--- config.mk ---
export PLATFORM = sky130hd
export DESIGN_NAME = sensor_reading_frame_checker_core_flat
export DESIGN_NICKNAME = d
export VERILOG_FILES = /design/src/rtl/srfc_pkg.sv /design/src/rtl/srfc_if.sv /design/src/rtl/srfc_frame.sv /design/src/rtl/srfc_result.sv /design/src/rtl/sensor_reading_frame_checker_core.sv /design/src/flat_wrapper.sv
export SDC_FILE = /design/constraint.sdc
export NUM_CORES = 1
export LEC_CHECK = 0
export BUFFER_PORTS_ARGS = -buffer_cell sky130_fd_sc_hd__buf_2
export CAP_MARGIN = 20
export CORE_MARGIN = 2
export CORE_UTILIZATION = 40
export CTS_CLUSTER_DIAMETER = 100
export DETAILED_ROUTE_END_ITERATION = 8
export MAX_ROUTING_LAYER = met4
export PLACE_DENSITY_LB_ADDON = 0.1
export SYNTH_ARGS = -nofsm -noshare
export SYNTH_HDL_FRONTEND = slang
export SYNTH_SLANG_ARGS = --single-unit
--- constraint.sdc ---
create_clock -name i_clk -period 8.8 [get_ports i_clk]
set_input_delay 2.64 -clock i_clk [delete_from_list [all_inputs] [get_ports i_clk]]
set_output_delay 2.64 -clock i_clk [all_outputs]
set_load 0.01 [all_outputs]
--- src/rtl/srfc_pkg.sv ---
`timescale 1ns / 1ps
// ----------------------------------------------------------------------------
// srfc_pkg
// Shared constants, types and the CRC-8 byte update for the frame checker.
// ----------------------------------------------------------------------------
package srfc_pkg;

    localparam int unsigned DATA_BYTES = 4;
    localparam int unsigned POS_W      = $clog2(DATA_BYTES + 1);

    localparam logic [7:0]  CRC_POLY   = 8'h31;
    localparam logic [7:0]  CRC_INIT   = 8'hFF;
    localparam logic [31:0] FAIL_GAS   = 32'hFFFF_FFFF;
    localparam logic [31:0] TVOC_MASK  = 32'h00FF_FFFF;
    localparam logic [31:0] FAIL_VER   = 32'h0000_0000;

    typedef enum logic [1:0] {
        CMD_VERSION = 2'd0,
        CMD_GAS     = 2'd1,
        CMD_TVOC    = 2'd2,
        CMD_UNUSED  = 2'd3
    } t_cmd;

    typedef logic [POS_W-1:0] t_pos;

    typedef struct packed {
        logic        last;
        logic        ok;
        logic [31:0] word;
    } t_frame_res;

    function automatic logic [7:0] crc_feed(input logic [7:0] crc, input logic [7:0] b);
        logic [7:0] c;
        c = crc ^ b;
        for (int i = 0; i < 8; i++) begin
            if (c[7]) begin
                c = {c[6:0], 1'b0} ^ CRC_POLY;
            end else begin
                c = {c[6:0], 1'b0};
            end
        end
        return c;
    endfunction

endpackage

--- src/rtl/srfc_if.sv ---
`timescale 1ns / 1ps
// ----------------------------------------------------------------------------
// srfc_if
// Valid/ready channels: reply byte input and checked reading output.
// ----------------------------------------------------------------------------
interface srfc_in_if;
    logic       valid;
    logic       ready;
    logic [1:0] cmd;
    logic [7:0] rx_byte;
    logic       frame_start;

    modport source (output valid, output cmd, output rx_byte, output frame_start,
                    input ready);
    modport sink   (input valid, input cmd, input rx_byte, input frame_start,
                    output ready);
endinterface

interface srfc_out_if;
    logic        valid;
    logic        ready;
    logic [31:0] reading;
    logic        crc_ok;

    modport source (output valid, output reading, output crc_ok, input ready);
    modport sink   (input valid, input reading, input crc_ok, output ready);
endinterface

--- src/rtl/srfc_frame.sv ---
`timescale 1ns / 1ps
// ----------------------------------------------------------------------------
// srfc_frame
// Frame state: byte position, running CRC and big-endian word assembly.
// ----------------------------------------------------------------------------
module srfc_frame (
    input  logic                   i_clk,
    input  logic                   i_rst_n,
    input  logic                   i_take,
    input  logic [7:0]             i_byte,
    input  logic                   i_start,
    output srfc_pkg::t_frame_res   o_res
);

    srfc_pkg::t_pos r_pos;
    srfc_pkg::t_pos n_pos;
    logic [7:0]     r_crc;
    logic [7:0]     n_crc;
    logic [31:0]    r_word;
    logic [31:0]    n_word;

    srfc_pkg::t_pos eff_pos;
    logic [7:0]     eff_crc;
    logic [31:0]    eff_word;
    logic           is_data;

    always_comb begin
        eff_pos  = i_start ? '0 : r_pos;
        eff_crc  = i_start ? srfc_pkg::CRC_INIT : r_crc;
        eff_word = i_start ? 32'd0 : r_word;
        is_data  = (eff_pos < srfc_pkg::POS_W'(srfc_pkg::DATA_BYTES));

        o_res.last = !is_data;
        o_res.ok   = (i_byte == eff_crc);
        o_res.word = eff_word;

        n_pos  = r_pos;
        n_crc  = r_crc;
        n_word = r_word;
        if (i_take) begin
            if (is_data) begin
                n_pos  = eff_pos + srfc_pkg::POS_W'(1);
                n_crc  = srfc_pkg::crc_feed(eff_crc, i_byte);
                n_word = {eff_word[23:0], i_byte};
            end else begin
                n_pos  = '0;
                n_crc  = srfc_pkg::CRC_INIT;
                n_word = 32'd0;
            end
        end
    end

    always_ff @(posedge i_clk) begin
        if (!i_rst_n) begin
            r_pos  <= '0;
            r_crc  <= srfc_pkg::CRC_INIT;
            r_word <= 32'd0;
        end else begin
            r_pos  <= n_pos;
            r_crc  <= n_crc;
            r_word <= n_word;
        end
    end

    a_pos_bound: assert property (@(posedge i_clk) disable iff (!i_rst_n)
        r_pos <= srfc_pkg::POS_W'(srfc_pkg::DATA_BYTES))
        else $error("frame position beyond crc byte");

    a_clear_after_crc: assert property (@(posedge i_clk) disable iff (!i_rst_n)
        (i_take && o_res.last) |=> (r_pos == '0 && r_crc == srfc_pkg::CRC_INIT))
        else $error("frame state not cleared after crc beat");

endmodule

--- src/rtl/srfc_result.sv ---
`timescale 1ns / 1ps
// ----------------------------------------------------------------------------
// srfc_result
// Reading post-processing by command and the output register.
// ----------------------------------------------------------------------------
module srfc_result (
    input  logic                   i_clk,
    input  logic                   i_rst_n,
    input  logic                   i_load,
    input  logic [1:0]             i_cmd,
    input  srfc_pkg::t_frame_res   i_res,
    output logic                   o_free,
    srfc_out_if.source             o_out
);

    logic        r_valid;
    logic [31:0] r_reading;
    logic        r_ok;
    logic [31:0] n_reading;
    logic [31:0] w;

    always_comb begin
        w = i_res.word;
        unique case (srfc_pkg::t_cmd'(i_cmd))
            srfc_pkg::CMD_GAS:
                n_reading = i_res.ok ? ((w << 6) + (w << 5) + (w << 2)) : srfc_pkg::FAIL_GAS;
            srfc_pkg::CMD_TVOC:
                n_reading = i_res.ok ? (w & srfc_pkg::TVOC_MASK) : srfc_pkg::TVOC_MASK;
            srfc_pkg::CMD_VERSION, srfc_pkg::CMD_UNUSED:
                n_reading = i_res.ok ? w : srfc_pkg::FAIL_VER;
            default:
                n_reading = srfc_pkg::FAIL_VER;
        endcase
    end

    assign o_free        = !r_valid || o_out.ready;
    assign o_out.valid   = r_valid;
    assign o_out.reading = r_reading;
    assign o_out.crc_ok  = r_ok;

    always_ff @(posedge i_clk) begin
        if (!i_rst_n) begin
            r_valid <= 1'b0;
        end else if (i_load) begin
            r_valid <= 1'b1;
        end else if (o_out.ready) begin
            r_valid <= 1'b0;
        end
    end

    always_ff @(posedge i_clk) begin
        if (i_load) begin
            r_reading <= n_reading;
            r_ok      <= i_res.ok;
        end
    end

    a_load_when_free: assert property (@(posedge i_clk) disable iff (!i_rst_n)
        i_load |-> o_free)
        else $error("result beat overwrote a pending beat");

    a_fail_gas: assert property (@(posedge i_clk) disable iff (!i_rst_n)
        (i_load && !i_res.ok && i_cmd == srfc_pkg::CMD_GAS)
            |=> (r_reading == srfc_pkg::FAIL_GAS && !r_ok))
        else $error("gas failure value wrong");

endmodule

--- src/rtl/sensor_reading_frame_checker_core.sv ---
`timescale 1ns / 1ps
// ----------------------------------------------------------------------------
// sensor_reading_frame_checker_core
// CRC-8 (poly 0x31, init 0xFF) check of five-byte sensor replies with
// big-endian assembly and per-command post-processing of the reading.
//
//   channel  dir  payload                          beat
//   i_in     in   cmd, rx_byte, frame_start        one reply byte
//   o_out    out  reading, crc_ok                  one checked reading
//
// one beat accepted per cycle unless a crc beat waits for the output slot
// input register feeds the frame state; crc beats load the output register
// data beats keep flowing while a reading waits; a crc beat waits for the slot
// synchronous active-low reset clears frame state and both valid flags
// ----------------------------------------------------------------------------
module sensor_reading_frame_checker_core (
    input  logic        i_clk,
    input  logic        i_rst_n,
    srfc_in_if.sink     i_in,
    srfc_out_if.source  o_out
);

    logic       r_in_valid;
    logic [1:0] r_cmd;
    logic [7:0] r_byte;
    logic       r_start;

    srfc_pkg::t_frame_res frame_res;
    logic                 out_free;
    logic                 consume;
    logic                 load;

    assign consume    = r_in_valid && (!frame_res.last || out_free);
    assign load       = consume && frame_res.last;
    assign i_in.ready = !r_in_valid || consume;

    always_ff @(posedge i_clk) begin
        if (!i_rst_n) begin
            r_in_valid <= 1'b0;
        end else if (i_in.ready) begin
            r_in_valid <= i_in.valid;
        end
    end

    always_ff @(posedge i_clk) begin
        if (i_in.ready && i_in.valid) begin
            r_cmd   <= i_in.cmd;
            r_byte  <= i_in.rx_byte;
            r_start <= i_in.frame_start;
        end
    end

    srfc_frame u_frame (
        .i_clk   (i_clk),
        .i_rst_n (i_rst_n),
        .i_take  (consume),
        .i_byte  (r_byte),
        .i_start (r_start),
        .o_res   (frame_res)
    );

    srfc_result u_result (
        .i_clk   (i_clk),
        .i_rst_n (i_rst_n),
        .i_load  (load),
        .i_cmd   (r_cmd),
        .i_res   (frame_res),
        .o_free  (out_free),
        .o_out   (o_out)
    );

    a_data_never_blocked: assert property (@(posedge i_clk) disable iff (!i_rst_n)
        (r_in_valid && !frame_res.last) |-> i_in.ready)
        else $error("data beat stalled behind output");

    a_load_from_stored_beat: assert property (@(posedge i_clk) disable iff (!i_rst_n)
        load |-> r_in_valid)
        else $error("reading produced without a stored beat");

endmodule
--- src/flat_wrapper.sv ---
// flat-port wrapper written by rule: the top's interface ports become plain ports
module sensor_reading_frame_checker_core_flat 
  (i_clk, i_rst_n, i_in_valid, i_in_cmd, i_in_rx_byte, i_in_frame_start, i_in_ready, o_out_valid, o_out_reading, o_out_crc_ok, o_out_ready);
  srfc_in_if i_in_i ();
  srfc_out_if o_out_i ();
  input  logic i_clk;
  input  logic i_rst_n;
  input wire logic [$bits(i_in_i.valid)-1:0] i_in_valid;
  input wire logic [$bits(i_in_i.cmd)-1:0] i_in_cmd;
  input wire logic [$bits(i_in_i.rx_byte)-1:0] i_in_rx_byte;
  input wire logic [$bits(i_in_i.frame_start)-1:0] i_in_frame_start;
  output wire logic [$bits(i_in_i.ready)-1:0] i_in_ready;
  output wire logic [$bits(o_out_i.valid)-1:0] o_out_valid;
  output wire logic [$bits(o_out_i.reading)-1:0] o_out_reading;
  output wire logic [$bits(o_out_i.crc_ok)-1:0] o_out_crc_ok;
  input wire logic [$bits(o_out_i.ready)-1:0] o_out_ready;
  assign i_in_i.valid = i_in_valid;
  assign i_in_i.cmd = i_in_cmd;
  assign i_in_i.rx_byte = i_in_rx_byte;
  assign i_in_i.frame_start = i_in_frame_start;
  assign i_in_ready = i_in_i.ready;
  assign o_out_valid = o_out_i.valid;
  assign o_out_reading = o_out_i.reading;
  assign o_out_crc_ok = o_out_i.crc_ok;
  assign o_out_i.ready = o_out_ready;
  sensor_reading_frame_checker_core u_core (.i_clk(i_clk), .i_rst_n(i_rst_n), .i_in(i_in_i), .o_out(o_out_i));
endmodule
# --- Yosys cells after proc, flatten, opt, wreduce, memory -nomap -nowiden ---
# Index checks and enable logic that the tools add are counted.
word_totals:
  regBits: 89
  input_bits: 15
  elab_cells: 73
op_classes:
  addsub: 3
  n_lt_le_gt_ge: 1
  n_eq_ne: 4
  muxes: 34
  n_bitwise: 9
  reduce_logical: 12
op_table:
  columns: ["operator", "count"]
  rows:
  - ["two-way mux 32 bit", 4]
  - ["two-way mux 8 bit", 16]
  - ["one-hot mux 32 bit (3 select lines)", 1]
  - ["adder 32 bit", 2]
  - ["two-way mux 6 bit", 8]
  - ["two-way mux 24 bit", 1]
  - ["NOT 3 bit", 8]
  - ["equality test 8 bit", 1]
  - ["bitwise XOR 8 bit", 1]
  - ["two-way mux 3 bit", 2]
  - ["equality test 2 bit (second input constant)", 2]
  - ["adder 3 x 1 -> 3 bit (second input constant)", 1]
  - ["logical AND 1 bit", 3]
  - ["logical NOT 1 bit", 3]
  - ["logical OR 1 bit", 3]
  - ["less-than comparator 3 bit (second input constant)", 1]
  - ["equality test 2 x 1 -> 1 bit (second input constant)", 1]
  - ["logical NOT 2 bit", 1]
  - ["two-way mux 1 bit", 2]
  - ["nonzero test 2 bit", 1]
  - ["OR reduction 2 bit", 1]

# --- Longest topological paths before layout ---
# Gate-level depths: netlist of the first run.
depth:
  depth_word: 33
  depth_mapped: 17

# --- Hierarchy ---
# From an unflattened synthesis of the first run, not the netlist that was laid out.
unflattened:
  cells_unflattened: 640
  area_unflattened_um2: 6188.4
by_module_without_submodules:
  columns: ["mod", "instances", "cells_per_inst", "area_each_um2"]
  rows:
  - ["srfc_result", 1, 324, 3344.5]
  - ["srfc_frame", 1, 297, 2431.1]
  - ["sensor_reading_frame_checker_core", 1, 19, 412.9]

# --- Worst setup path before layout of the first run ---
# No wires, ideal clock.
synth_path:
  kind: "input to output"
  start: "input o_out_ready"
  end: "output i_in_ready"
  arrival_time_ns: 3.006
  setup_slack_ns: 3.154
  stages: 3
  path_buffers: 0
  path_cell_list: "nand2b_1 -> nor2_1 -> nand2_1"
synth_between:
  elab_chain_cells: 4
synth_rtl:
  columns: ["item", "line_no", "source"]
  rows:
  - ["from (decl)", "flat_wrapper.sv:16", "input wire logic [$bits(o_out_i.ready)-1:0] o_out_ready;"]
  - ["logical OR 1 bit", "srfc_result.sv:36", "assign o_free = !r_valid || o_out.ready;"]
  - ["logical OR 1 bit", "sensor_reading_frame_checker_core.sv:33", "assign consume = r_in_valid && (!frame_res.last || out_free);"]
  - ["logical AND 1 bit", "sensor_reading_frame_checker_core.sv:33", null]
  - ["logical OR 1 bit", "sensor_reading_frame_checker_core.sv:35", "assign i_in.ready = !r_in_valid || consume;"]
  - ["to (decl)", "flat_wrapper.sv:12", "output wire logic [$bits(i_in_i.ready)-1:0] i_in_ready;"]
# Every way passes these cells.

# --- Worst setup path after layout of the first run ---
# Ends and elaborated chain as after synthesis.

==> results of run 1 <==
[cells by family (layout without fill, tap and decap cells)]
logic type | Yosys count | after routing | share of synthesized area
buffers and inverters | 65 | 86 | 0.0451
adder cells (fa/ha/maj) | 53 | 53 | 0.111
XOR/XNOR | 65 | 65 | 0.0873
AO/OA/AOI/OAI | 205 | 205 | 0.219
multiplexers | 9 | 9 | 0.0138
AND/OR/NAND/NOR | 231 | 231 | 0.183
flip-flops | 89 | 89 | 0.341
[layer usage]
metal  track usage  share of wire
met3        0.0340          0.050
met5             -              0
met1         0.280           0.50
met2         0.293           0.44
met4        0.0568          0.017
[report_power, final]
part	switching, mW	internal [mW]	total (mW)
Combinational	0.0831	0.0615	0.145
Sequential	0.0169	0.449	0.466
Clock	0.169	0.220	0.389
[metrics by stage]
stage | utilization | instance area (um2) | cells | total power [mW] | hold WS [ps]
final | 0.450 | 7150 | 954 | 0.999 | 463
after global routing | 0.450 | 7150 | 954 | 1.05 | 497
after CTS | 0.450 | 7150 | 954 | 1.01 | 463
after detailed placement | 0.432 | 6860 | 938 | 0.619 | 453
after global placement | 0.432 | 6860 | 938 | 0.617 | 448
after floorplan | - | 6520 | 717 | 0.590 | 436
[cell type report]
class	count	area, um2	share of cell area
tap	216	270	0.0378
inverter	14	52.6	0.00735
multi-input combinational	563	4020	0.561
timing repair buffer	56	298	0.0416
sequential	89	2220	0.311
clock inverter	7	70.1	0.00979
clock buffer	9	225	0.0315
[registers in the layout (all words and copies together), names as in the netlist]
| register | flops |
|---|---|
| u_core.u_frame.r_crc | 8 |
| u_core.u_frame.r_word | 32 |
| u_core.r_cmd | 2 |
| u_core.u_frame.r_pos | 3 |
| u_core.u_result.o_out.valid | 1 |
| u_core.u_result.o_out.crc_ok | 1 |
| u_core.u_result.o_out.reading | 32 |
| u_core.r_byte | 8 |
| u_core.r_in_valid | 1 |
| u_core.r_start | 1 |
[cells in the mapped netlist, types with 26 or more instances]
cell and number:
nor2b_1 61, a22oi_1 27, ha_1 45, edfxtp_1 44, dfxtp_1 45, a21o_1 26
xnor2_1 50, nand2_1 44, clkbuf_1 34, nor2_1 65, a21oi_1 37, o21ai_0 35
[path summary, 6_finish.rpt]
kind	to	start	slack (ps)
setup / recovery	i_in_ready	o_out_ready	2850
hold / removal	u_core.u_frame.r_word[20]	u_core.u_frame.r_word[20]	460
setup reg to reg	u_core.u_result.o_out.reading[31]	u_core.r_start	4670
hold reg to reg	u_core.u_frame.r_word[20]	u_core.u_frame.r_word[20]	460
[worst max-delay path: stages]
cell and delay, ps:
buf_2 100, nand2b_1 190, nor2_1 140, nand2_1 80, buf_2 160
==> results.sh, run 1 <==
export IMPL_outcome="completed"
export IMPL_synth_fp_nets=785
export IMPL_maxCapViolations=0
export IMPL_crit_required_ps=6160
export IMPL_cts_tree="yes"
export IMPL_hp_class="flip-flop to flip-flop"
export IMPL_finalWeightedCongestion=0.902
export IMPL_final_common_cell="nor2_1"
export IMPL_drt_iter0_drc=380
export IMPL_route_detailed_drc=0
export IMPL_rsz0062_at_grt="false"
export IMPL_clkTransAtPathRegs_ps=60
export IMPL_ys_top_cells_by_area="edfxtp_1 (20%), dfxtp_1 (14%), ha_1 (8.6%), xnor2_1 (6.7%), nor2b_1 (5.9%)"
export IMPL_worst_setup_path_end_kind="output port"
export IMPL_diodes=0
export IMPL_dr_pass1_iters=4
export IMPL_setup_tns_ps=0
export IMPL_clock_skew_ps=9.11
export IMPL_p_leak_nw=2.89
export IMPL_root_buffer="clkbuf_16"
export IMPL_synthToLayoutAreaGrowth_pct=9.71
export IMPL_arrival_ps=3310
export IMPL_reg2reg_depth=13
export IMPL_dieArea_um2=17300
export IMPL_peakVddDrop_mv=0.0885
export IMPL_core_um2=15900
export IMPL_ys_ff_latch=89
export IMPL_port_buffers=49
export IMPL_hold_viol_final=0
export IMPL_synth_ff_type="dfxtp_1"
export IMPL_ys_seq_area_frac=0.341
export IMPL_netlist_area_leader_share=0.203
export IMPL_grt_pass1_vias=4925
export IMPL_worst_slack_ps=2850
export IMPL_crit_type="primary input to output port"
export IMPL_io_pins=50
export IMPL_syn_area_um2=6520
export IMPL_wirelength_mm=16.5
export IMPL_cts_setup_buffers=0
export IMPL_grt_pass1_wl_mm=26.8
export IMPL_cts_max_level=3
export IMPL_via_per_inst=5.48
export IMPL_whs_path_depth=2
export IMPL_synth_edff_count=44
export IMPL_wl_per_cell_um=17.3
export IMPL_numCtsBuffers=9
export IMPL_place_hpwl_mm=12.2
export IMPL_antenna_found_initial=0
export IMPL_drv_slew=0
export IMPL_clock_latency_ps=350
export IMPL_cts_resized_gates=0
export IMPL_drive_gt1_frac=0.133
export IMPL_start_util=0.411
export IMPL_clock_sinks=89
export IMPL_grt_max_degree=72
export IMPL_yosys_warnings=0
export IMPL_pre_cts_slack_ps=2860
export IMPL_die_height_um=132
export IMPL_clockBufferDepth=2
export IMPL_period_needed_ps=5950
export IMPL_num_vias=5229
export IMPL_cp_max_fo=3
export IMPL_synth_area_leader_cell="edfxtp_1"
export IMPL_fillers=1567
export IMPL_avgSynthCellArea_um2=9.10
export IMPL_max_clock_freq_mhz=168
export IMPL_finalCritPeriodShare=0.676
export IMPL_crit_path_start_kind="primary input"
export IMPL_grt_total_usage=0.199
export IMPL_slew_headroom=0.497
export IMPL_setup_viol=0
export IMPL_worst_pin_slew_ps=753
export IMPL_die_width_um=132
export IMPL_ys_async_sr_fraction=0
export IMPL_fin_nets=801
export IMPL_grt_overflow_total=0
export IMPL_ant_nets=0
export IMPL_p_per_area_nw_per_um2=140
export IMPL_cts_hold_fix_buffers=0
export IMPL_synthCells=717
export IMPL_synth_cell_type_count=61
export IMPL_rows=46
export IMPL_final_cell_mix="nor2_1 (65), nor2b_1 (61), xnor2_1 (50)"
No activity file was read; power rests on OpenSTA's default activity.
==> inputs of run 2 (changes only) <==
- clock period: 8.8 -> 5.45 ns (I/O delays scaled with it)
==> run 2 against run 1 <==
  * Register-to-register slack worse by 3200 ps
  * Non-clock buffer count up 3
  * Clock power up 62%
  * Combinational power up 63%
  * Cell count up 0.31%
  * Sequential cell count unchanged
  * Global-route usage up 0.74 points
  * First-iteration DRC count up 24%
  * Setup slack worse by 1400 ps
  * Via count up 0.71%
  * Largest cell class unchanged
  * Largest power group unchanged
==> results.sh, run 2 (same netlist as run 1, synthesis figures left out) <==
export IMPL_grt_pass1_wl_mm=27.8
export IMPL_wirelength_mm=17.0
export IMPL_hp_class="flip-flop to flip-flop"
export IMPL_cts_resized_gates=0
export IMPL_finalCritPeriodShare=0.733
export IMPL_hold_viol_final=0
export IMPL_setup_viol=0
export IMPL_dieArea_um2=17300
export IMPL_crit_required_ps=5540
export IMPL_io_pins=50
export IMPL_outcome="completed"
export IMPL_r2r_start="u_core.r_start"
export IMPL_grt_total_usage=0.206
export IMPL_fin_nets=804
export IMPL_r2r_end="u_core.u_result.o_out.reading[29]"
export IMPL_final_common_cell="nor2_1"
export IMPL_share_comb_of_total_power=0.145
export IMPL_grt_overflow_total=0
export IMPL_maxCapViolations=0
export IMPL_crit_buf_inv=3
export IMPL_critPathMaxStageDelay_ps=570
export IMPL_cts_tree="yes"
export IMPL_worst_setup_path_end_kind="flip-flop"
export IMPL_slew_headroom=0.399
export IMPL_r2r_setup_slack_ps=1450
export IMPL_p_seq_frac=0.465
export IMPL_synthToLayoutAreaGrowth_pct=10.1
export IMPL_die_height_um=132
export IMPL_drt_iter0_drc=472
export IMPL_dr_pass1_iters=5
export IMPL_cp_max_fo=41
export IMPL_multi_input_area_um2=4020
export IMPL_worst_pin_slew_ps=901
export IMPL_seq_area_um2=2220
export IMPL_wl_per_cell_um=17.8
export IMPL_num_vias=5266
export IMPL_grt_pass1_vias=5076
export IMPL_p_per_area_nw_per_um2=226
export IMPL_arrival_ps=4080
export IMPL_p_sw_mw=0.433
export IMPL_antenna_found_initial=0
export IMPL_grt_max_degree=54
export IMPL_drv_slew=0
export IMPL_path_depth=13
export IMPL_crit_type="flip-flop to flip-flop"
export IMPL_p_int_mw=1.19
export IMPL_root_buffer="clkbuf_16"
export IMPL_path_cells="buf_4, nor2b_1, inv_1, fa_1, inv_1, ha_1, and2_1, a221oi_1, o21ai_0, a21oi_1, o21ai_0, xnor2_1, a21oi_1"
export IMPL_cts_hold_fix_buffers=0
export IMPL_rows=46
export IMPL_setup_tns_ps=0
export IMPL_setup_worst_path_end="u_core.u_result.o_out.reading[29]"
export IMPL_final_cell_mix="nor2_1 (65), nor2b_1 (61), xnor2_1 (50)"
export IMPL_route_detailed_drc=0
export IMPL_hold_worst_slack_ps=472
export IMPL_start_util=0.411
export IMPL_cts_max_level=3
export IMPL_clock_skew_ps=6.78
export IMPL_clock_latency_ps=350
export IMPL_numCtsBuffers=9
export IMPL_finalWeightedCongestion=0.910
export IMPL_crit_path_start_kind="flip-flop"
export IMPL_report_power_total_mw=1.62
export IMPL_max_clock_freq_mhz=250
export IMPL_die_width_um=132
export IMPL_peakVddDrop_mv=0.141
export IMPL_clock_sinks=89
export IMPL_via_per_inst=5.50
export IMPL_core_um2=15900
export IMPL_reg2reg_depth=13
export IMPL_ant_nets=0
export IMPL_place_hpwl_mm=12.7
export IMPL_fillers=1584
export IMPL_sw_frac_of_total=0.267
export IMPL_clockBufferDepth=2
export IMPL_diodes=0
export IMPL_clkTransAtPathRegs_ps=70
export IMPL_slowest_stage="edfxtp_1"
export IMPL_worstSetupStartpoint="u_core.r_start"
export IMPL_rsz0062_at_grt="false"
export IMPL_cp_top_family="compound AO/OA/AOI/OAI gates"
export IMPL_cts_setup_buffers=0
export IMPL_pwr_share_clk=0.389
export IMPL_port_buffers=49
export IMPL_drive_gt1_frac=0.136
export IMPL_period_needed_ps=4000
export IMPL_p_leak_nw=2.91
-- run 2: worst min-delay path by stage --
stage	startpoint	endpoint	slack, ps	cells past startpoint
6_report	u_core.u_frame.r_word[20]	u_core.u_frame.r_word[20]	470	2
5_1_grt	u_core.u_frame.r_word[20]	u_core.u_frame.r_word[20]	500	2
4_1_cts	u_core.u_frame.r_word[21]	u_core.u_frame.r_word[21]	480	2
3_5_place_dp	u_core.u_frame.r_word[20]	u_core.u_frame.r_word[20]	460	2
3_3_place_gp	u_core.u_frame.r_word[20]	u_core.u_frame.r_word[20]	450	2
2_1_floorplan	u_core.u_frame.r_word[20]	u_core.u_frame.r_word[20]	440	2
-- run 2: worst register-to-register path, delay by kind of cell, from the launching register on --
| family | cells | cell delay (ps) |
|---|---|---|
| xor+xnor | 1 | 200 |
| buf+inv | 3 | 520 |
| compound gates | 5 | 1050 |
| flops | 1 | 570 |
| fa+ha+maj | 2 | 900 |
| simple gates | 2 | 510 |
-- run 2: power groups by stage --
stage / combinational (mW) / sequential [mW] / clock (mW)
after floorplan: 0.201 / 0.752 / 0
after global placement: 0.232 / 0.769 / 0
after detailed placement: 0.233 / 0.769 / 0
after CTS: 0.236 / 0.754 / 0.648
after global routing: 0.263 / 0.757 / 0.674
final: 0.236 / 0.755 / 0.632
-- run 2: metal layers --
metal  vias to the layer above  wire length (um)  GRT usage  share of wire
li1                       2598                 -          -              -
met3                        28               859     0.0262          0.050
met5                         -                 0          -              0
met2                       145              7130      0.298           0.42
met4                         0               386     0.0719          0.023
met1                      2495              8650      0.296           0.51
-- run 2: final cells by class --
type | instances | share of cell area
multi-input cells | 563 | 0.559
flip-flops and latches | 89 | 0.309
repair buffers | 59 | 0.0446
clock buffers | 13 | 0.0392
well taps | 216 | 0.0376
inverters | 14 | 0.00732
clock inverters | 3 | 0.00279
-- run 2: stage by stage --
step | setup WS [ps] | instances | utilization | cell area (um2)
final | 1450 | 957 | 0.452 | 7180
after global routing | 1190 | 957 | 0.452 | 7180
after CTS | 1480 | 957 | 0.452 | 7180
after detailed placement | 1490 | 941 | 0.433 | 6880
after global placement | 1490 | 941 | 0.433 | 6880
after floorplan | 1630 | 717 | - | 6520
